==> src/sv/hse_pkg.sv <==
// Package for the heap sort engine: value and slot types, the per-cell
// command word and the control state encoding. No dependencies.
`default_nettype none

package hse_pkg;

  localparam int VALUE_W          = 32;
  localparam int DEFAULT_CAPACITY = 64;

  typedef logic signed [VALUE_W-1:0] value_t;

  // One storage slot of the sorting row
  typedef struct packed {
    logic   valid;
    value_t value;
  } slot_t;

  // Command broadcast to every cell of the row
  typedef struct packed {
    logic   load;   // insert din at its ordered place
    logic   drain;  // shift the row one slot toward cell 0
    value_t din;
  } cell_ctrl_t;

  typedef enum logic {
    ST_LOAD  = 1'b0,
    ST_DRAIN = 1'b1
  } state_t;

endpackage

`default_nettype wire

==> src/sv/hse_cell.sv <==
// One cell of the ordered insertion row: holds one slot, compares it with
// the broadcast value and trades slots with its neighbors. Uses hse_pkg.
`default_nettype none

module hse_cell (
  input  wire              clk,
  input  wire              rst,
  input  hse_pkg::cell_ctrl_t ctrl,
  input  hse_pkg::slot_t   left,         // slot of the cell nearer to the head
  input  wire              left_behind,  // left cell yields to the new word
  input  hse_pkg::slot_t   right,        // slot of the cell farther from the head
  output hse_pkg::slot_t   slot,
  output logic             behind        // this cell yields to the new word
);

  hse_pkg::slot_t slot_next;

  // Yield when empty or when the held value is strictly larger
  assign behind = !slot.valid || (slot.value > ctrl.din);

  // Insert, shift right behind the insertion point, or shift toward the head
  always_comb begin
    slot_next = slot;
    if (ctrl.load) begin
      if (behind) begin
        if (left_behind) begin
          slot_next = left;
        end else begin
          slot_next.valid = 1'b1;
          slot_next.value = ctrl.din;
        end
      end
    end else if (ctrl.drain) begin
      slot_next = right;
    end
  end

  always_ff @(posedge clk) begin
    slot.value <= slot_next.value;
    if (rst) begin
      slot.valid <= 1'b0;
    end else begin
      slot.valid <= slot_next.valid;
    end
  end

endmodule

`default_nettype wire

==> config.mk <==
export PLATFORM = sky130hd
export DESIGN_NAME = hse_cell
export DESIGN_NICKNAME = d
export VERILOG_FILES = /design/src/sv/hse_pkg.sv /design/src/sv/hse_cell.sv
export SDC_FILE = /design/constraint.sdc
export NUM_CORES = 1
export LEC_CHECK = 0
export BUFFER_PORTS_ARGS = -buffer_cell sky130_fd_sc_hd__buf_4
export CAP_MARGIN = 20
export CORE_ASPECT_RATIO = 1.4
export CORE_MARGIN = 5
export CORE_UTILIZATION = 47
export CTS_BUF_LIST = sky130_fd_sc_hd__clkbuf_8
export DETAILED_ROUTE_END_ITERATION = 6
export HOLD_SLACK_MARGIN = 0.08
export PLACE_DENSITY = 0.81
export SETUP_SLACK_MARGIN = 0.2
export SLEW_MARGIN = 15
export SYNTH_ARGS = -nofsm -noshare
export SYNTH_HDL_FRONTEND = slang
export SYNTH_SLANG_ARGS = --single-unit
==> constraint.sdc <==
create_clock -name clk -period 6.5 [get_ports clk]
set_input_delay 0.325 -clock clk [delete_from_list [all_inputs] [get_ports clk]]
set_output_delay 0.325 -clock clk [all_outputs]
set_load 0.01 [all_outputs]
==> reports/results.tsv, run 1 <==
metric	value	unit
drive_above_1_share	37.47	%
r2r-end	slot[19]$_DFFE_PP_	
cts_tree	yes	
cp-start-kind	flop	
power_frac_comb	33.5	%
cp-end-kind	flop	
period_minus_slack	2967	ps
synth_top_family_by_area	adder cells	
max_clock_freq	337.1	MHz
arrival	2930	ps
syn_nets	405	
drtIter0Drc	66	
post_cts_buffers	0	
wl_per_cell	14.88	um
syn-cell-area	0.002552	sq mm
max_slew_margin	57.51	%
synth_mux_area_share	12.55	%
gr-total-overflow	0	
ctsLongestPathBuffers	2	
drv_cap	0	
rr_worst_depth	7	
final.period_utilization	45.64	%
hold_class	primary input to flop	
synthAdderAreaFrac	15.69	%
synth_compound_area_share	13.38	%
hold_depth	3	
switchingPower	0.1909	mW
yosys_warnings	0	
path_clk_slew	60	ps
dp_hpwl	5883	um
ant_nets	0	
power_frac_seq	41.5	%
postCtsHoldBufs	0	
nets	537	
synth-seq-area-share	38.43	%
io_pins	137	
ys.flop_type	edfxtp_1	
r2r_slack	3530	ps
core	0.005236	sq mm
top_register	slot	
syn_area_per_cell	9.454	sq um
rsz0062_at_grt	no	
p_clk_share	25.0	%
power.density	178.3	mW/mm^2
antenna_found_initial	0	
numPortBuffers	136	
insertedDiodeCount	0	
totalWireLength	6978	um
slew_viol_final	0	
gp_congestion	0.8136	
critPathMaxFanout	21	
cp.required	6460	ps
leakage	1.877	nW
status	completed	
cts-resized-gates	0	
ctsHtreeMaxLevel	2	
grt_usage	19.71	%
syn2layout_area_growth	46.32	%
r2r-start	slot[31]$_DFFE_PP_	
drc	0	
ys_ff_latch	33	
ctsRootBufferMaster	clkbuf_8	
yosysUniqueCellTypes	30	
die_w	72.28	um
die-height	97.20	um
syn_inst	270	
grt_max_degree	69	
synth-async-reset-ratio	0	%
first_pass_iters	4	
fp.dieArea	0.007025	sq mm
setup_viol_count_final	0	
synth_edf_count	32	
hold_violations	0	
largest_reg_flops	33	
synth_xor_area_share	0	%
fin_area	0.003735	sq mm
holdPathEnd	slot[32]$_SDFFE_PP0P_	
place_area	0.003633	sq mm
grt_pass1_vias	2528	
largest_registers	slot (33)	
avgViaCountPerCell	5.147	
p_total	0.6657	mW
hold_ws	315.1	ps
row_count	31	
setup_tns	0	ps
p_int	0.4749	mW
final.setup_skew	9.828	ps
worst_pin_slew	633.5	ps
swShare	28.67	%
path_class	flop to flop	
ir_drop	0.0001381	V
start_util	48.75	%
grt_pass1_wl	11110	um
clock_sinks	33	
vias	2414	
synthSimpleGateAreaFrac	12.89	%
hold_path.startpoint	rst	
clkLatencyLatePin	290	ps
numCtsBuffers	5	
layout by cell type (no fill, tap or decap):
master and n:
buf_4 137, a21oi_1 47, nor2_1 36, inv_1 35
mux2i_1 32, ha_1 32, edfxtp_1 32, nand2_1 10
clkbuf_8 7, o21ai_0 4, nand4_1 4, nand3_1 3
nor3_1 3, a211oi_1 3, and4_1 2, a21boi_0 1
a211o_1 1, nand4_4 1, nand4_2 1, nor4_4 1
o21ai_1 1, a221oi_1 1, nor3b_2 1, o21a_1 1
a2bb2oi_1 1, o32ai_4 1, and3_2 1, nand4b_1 1
o31a_1 1, clkinv_2 1, dfxtp_1 1
power by group through the flow:
stage	logic (mW)	clock network (mW)	registers, mW
2_1_floorplan	0.100	0	0.291
3_3_place_gp	0.219	0	0.279
3_5_place_dp	0.226	0	0.281
4_1_cts	0.226	0.172	0.276
5_1_grt	0.248	0.181	0.279
6_report	0.223	0.166	0.276
cell families after synthesis:
| kind of cell | after synthesis |
|---|---|
| simple gates | 64 |
| flops | 33 |
| buf+inv | 47 |
| compound gates | 62 |
| fa+ha+maj | 32 |
| mux | 32 |
final cells by class:
type | count | area [sq um]
multi-input cells | 190 | 1410
clock inverters | 1 | 5.005
inverters | 35 | 131.4
clock buffers | 7 | 96.34
fillers | 434 | 1501
repair buffers | 137 | 1028
well taps | 66 | 82.58
flip-flops and latches | 33 | 980.9
layer usage:
metal	global-route usage, %	share of wire, %	vias up
li1	-	-	1230
met1	18.63	34	1077
met2	38.67	56	95
met3	5.383	8.7	12
met4	6.657	2.0	0
met5	0	0	-
per-stage QoR:
step | std cells | utilization (%) | setup WS [ps]
final | 469 | 71.33 | 3533
after global routing | 469 | 71.33 | 3318
after CTS | 469 | 71.33 | 3489
after detailed placement | 461 | 69.39 | 3440
after global placement | 461 | 69.39 | 3557
after floorplan | 270 | - | 1922
Yosys cell counts (all sizes together) (2+ instances only):
cell | instances | share of area, %
a211oi | 3 | 0.88
a21oi | 47 | 9.2
and4 | 2 | 0.69
buf | 3 | 0.59
clkbuf | 9 | 1.3
edfxtp | 32 | 38
ha | 32 | 16
inv | 35 | 5.1
mux2i | 32 | 13
nand2 | 10 | 1.5
nand3 | 3 | 0.59
nand4 | 6 | 2.3
nor2 | 36 | 5.3
nor3 | 3 | 0.59
o21ai | 5 | 0.98
worst max path at each step:
stage / end / startpoint / slack, ps / cells after the start
6_report: slot[19]$_DFFE_PP_ / slot[31]$_DFFE_PP_ / 3530 / 7
5_1_grt: slot[17]$_DFFE_PP_ / slot[31]$_DFFE_PP_ / 3320 / 7
4_1_cts: slot[18]$_DFFE_PP_ / slot[31]$_DFFE_PP_ / 3490 / 7
3_5_place_dp: slot[19]$_DFFE_PP_ / ctrl[31] / 3440 / 9
3_3_place_gp: slot[18]$_DFFE_PP_ / ctrl[31] / 3560 / 9
2_1_floorplan: slot[0]$_DFFE_PP_ / slot[31]$_DFFE_PP_ / 1920 / 6
worst max-delay path, stage by stage, from the launching register on:
cell and delay [ps]:
edfxtp_1 390, ha_1 420, nand4_4 160, nor4_4 350, nor3b_2 210, a211oi_1 110, o32ai_4 610, buf_4 390
Power figures use the tool's default switching activity.
==> run 2: changes to the inputs <==
==> constraint.sdc (replaced) <==
create_clock -name clk -period 3.08 [get_ports clk]
set_input_delay 0.154 -clock clk [delete_from_list [all_inputs] [get_ports clk]]
set_output_delay 0.154 -clock clk [all_outputs]
set_load 0.01 [all_outputs]
==> run 2 against run 1 <==
- core utilization is 0.69 points higher
- setup slack got worse by 3100 ps
- cell count increased by 0.64%
- critical endpoint is now behind
- largest cell class unchanged
==> reports/results.tsv, run 2 (synthesis gave the netlist of run 1 again) <==
metric	value	unit	change
pre_cts_slack	148.7	ps	-3291 ps
ant_nets	0		unchanged
final_cells	472		+0.64%
clkLatencyLatePin	280	ps	about the same
first_pass_iters	4		unchanged
die-height	97.20	um	unchanged
fin_ws	427.3	ps	-3106 ps
final.period_utilization	86.13	%	
grt_usage	20.24	%	+0.53 points
cp-end-kind	output port		
ctsRootBufferMaster	clkbuf_8		
p_clk_share	23.3	%	-1.7 points
p_int	0.9861	mW	+110%
wl_per_cell	15.02	um	+0.95%
gp_congestion	0.8004		-1.6%
swShare	29.09	%	+0.41 points
hold_class	primary input to flop		
io_pins	137		unchanged
syn2layout_area_growth	47.75	%	
power.density	368.8	mW/mm^2	+110%
rsz0062_at_grt	no		
nets	540		+0.56%
power_frac_seq	41.8	%	+0.3 points
layout_common_cells	buf_4, a21oi_1, inv_1		
period_minus_slack	2653	ps	
largest_reg_flops	33		unchanged
numCtsBuffers	5		unchanged
drtIter0Drc	44		-33%
avgViaCountPerCell	5.136		-0.22%
switchingPower	0.4045	mW	+110%
arrival	2500	ps	-430 ps
core	0.005236	sq mm	unchanged
cp-start-kind	flop		
path_class	flop to output port		
setup_tns	0	ps	unchanged
cp.required	2930	ps	-3530 ps
final.setup_skew	6.321	ps	-3.507 ps
largest_registers	slot (33)		
numPortBuffers	136		unchanged
ir_drop	0.0002789	V	+100%
die_w	72.28	um	unchanged
dp_hpwl	5980	um	+1.6%
worst_pin_slew	625.6	ps	-7.954 ps
path_clk_slew	70	ps	about the same
drive_above_1_share	37.68	%	+0.22 points
row_count	31		unchanged
insertedDiodeCount	0		unchanged
placedCellCount	462		+0.22%
grt_pass1_vias	2620		+3.6%
antenna_found_initial	0		unchanged
setup_viol_count_final	0		unchanged
totalWireLength	7089	um	+1.6%
ctsHtreeMaxLevel	2		unchanged
final_common_cell	buf_4		
drc	0		unchanged
leakage	1.896	nW	+1.0%
power_frac_comb	34.9	%	+1.4 points
max_slew_margin	58.30	%	+0.79 points
critPathMaxFanout	3		-86%
slew_viol_final	0		unchanged
start_util	48.75	%	unchanged
fin_area	0.003771	sq mm	+0.97%
vias	2424		+0.41%
ctsLongestPathBuffers	2		unchanged
gr-total-overflow	0		unchanged
max_clock_freq	377.0	MHz	
grt_max_degree	68		-1.4%
place_area	0.003666	sq mm	+0.90%
postCtsHoldBufs	0		unchanged
drv_cap	0		unchanged
top_register	slot		
grt_pass1_wl	11430	um	+2.9%
hold_violations	0		unchanged
fp.dieArea	0.007025	sq mm	unchanged
status	completed		
cts_tree	yes		
clock_sinks	33		unchanged
-- run 2: changes by cell type in the layout (fill, tap and decap cells not counted), sizes merged --
cell / previous run / this run
buf: 137 / 140
inv: 35 / 37
clkbuf: 7 / 6
clkinv: 1 / 0
-- run 2: area by class of cell --
| class | instances | area (sq um) |
|---|---|---|
| Fill cell | 433 | 1465 |
| Multi-Input combinational cell | 190 | 1423 |
| Inverter | 35 | 131.4 |
| Sequential cell | 33 | 980.9 |
| Timing Repair Buffer | 140 | 1064 |
| Tap cell | 66 | 82.58 |
| Clock buffer | 6 | 82.58 |
| Clock inverter | 2 | 7.507 |
-- run 2: power by group through the flow --
stage               sequential (mW)  clock (mW)  combinational [mW]
floorplan                     0.613           0               0.218
global placement              0.588           0               0.473
detailed placement            0.591           0               0.486
CTS                           0.582       0.332               0.492
global route                  0.587       0.344               0.540
finish                        0.581       0.324               0.485
-- run 2: repair_timing --
action | in CTS | in global routing
setup endpoints to repair | 18 | 0
setup buffers | 2 | 0
resized for setup | 0 | 0
-- run 2: through the flow --
stage          utilization [%]  hold slack, ps  total power, mW
5_1_grt                  72.02           133.3            1.471
4_1_cts                  72.02           119.6            1.406
3_3_place_gp             70.01           417.7            1.061
3_5_place_dp             70.01           412.6            1.078
6_report                 72.02           124.8            1.391
2_1_floorplan                -           312.1           0.8310
-- run 2: per-layer routing --
| metal | wire [um] | global-route usage (%) | share of wire (%) | up-vias |
|---|---|---|---|---|
| li1 | - | - | - | 1241 |
| met1 | 2322 | 19.36 | 33 | 1090 |
| met2 | 4027 | 39.44 | 57 | 85 |
| met3 | 628 | 5.901 | 8.9 | 8 |
| met4 | 110 | 6.368 | 1.6 | 0 |
| met5 | 0 | 0 | 0 | - |
-- run 2: worst paths after layout --
kind	startpoint	to	slack, ps	depth (start not counted)
max	slot[7]$_DFFE_PP_	behind	430	8
min	rst	slot[32]$_SDFFE_PP0P_	120	3
min reg2reg	slot[32]$_SDFFE_PP0P_	slot[32]$_SDFFE_PP0P_	810	3
max reg2reg	slot[7]$_DFFE_PP_	slot[4]$_DFFE_PP_	500	8
-- run 2: critical path: stages, from the launching register on --
cell and delay (ps):
edfxtp_1 410, ha_1 340, a21oi_1 160, o21ai_1 80, a221oi_1 350, nor3b_2 90, a211oi_1 490, nor3_1 120
buf_4 170
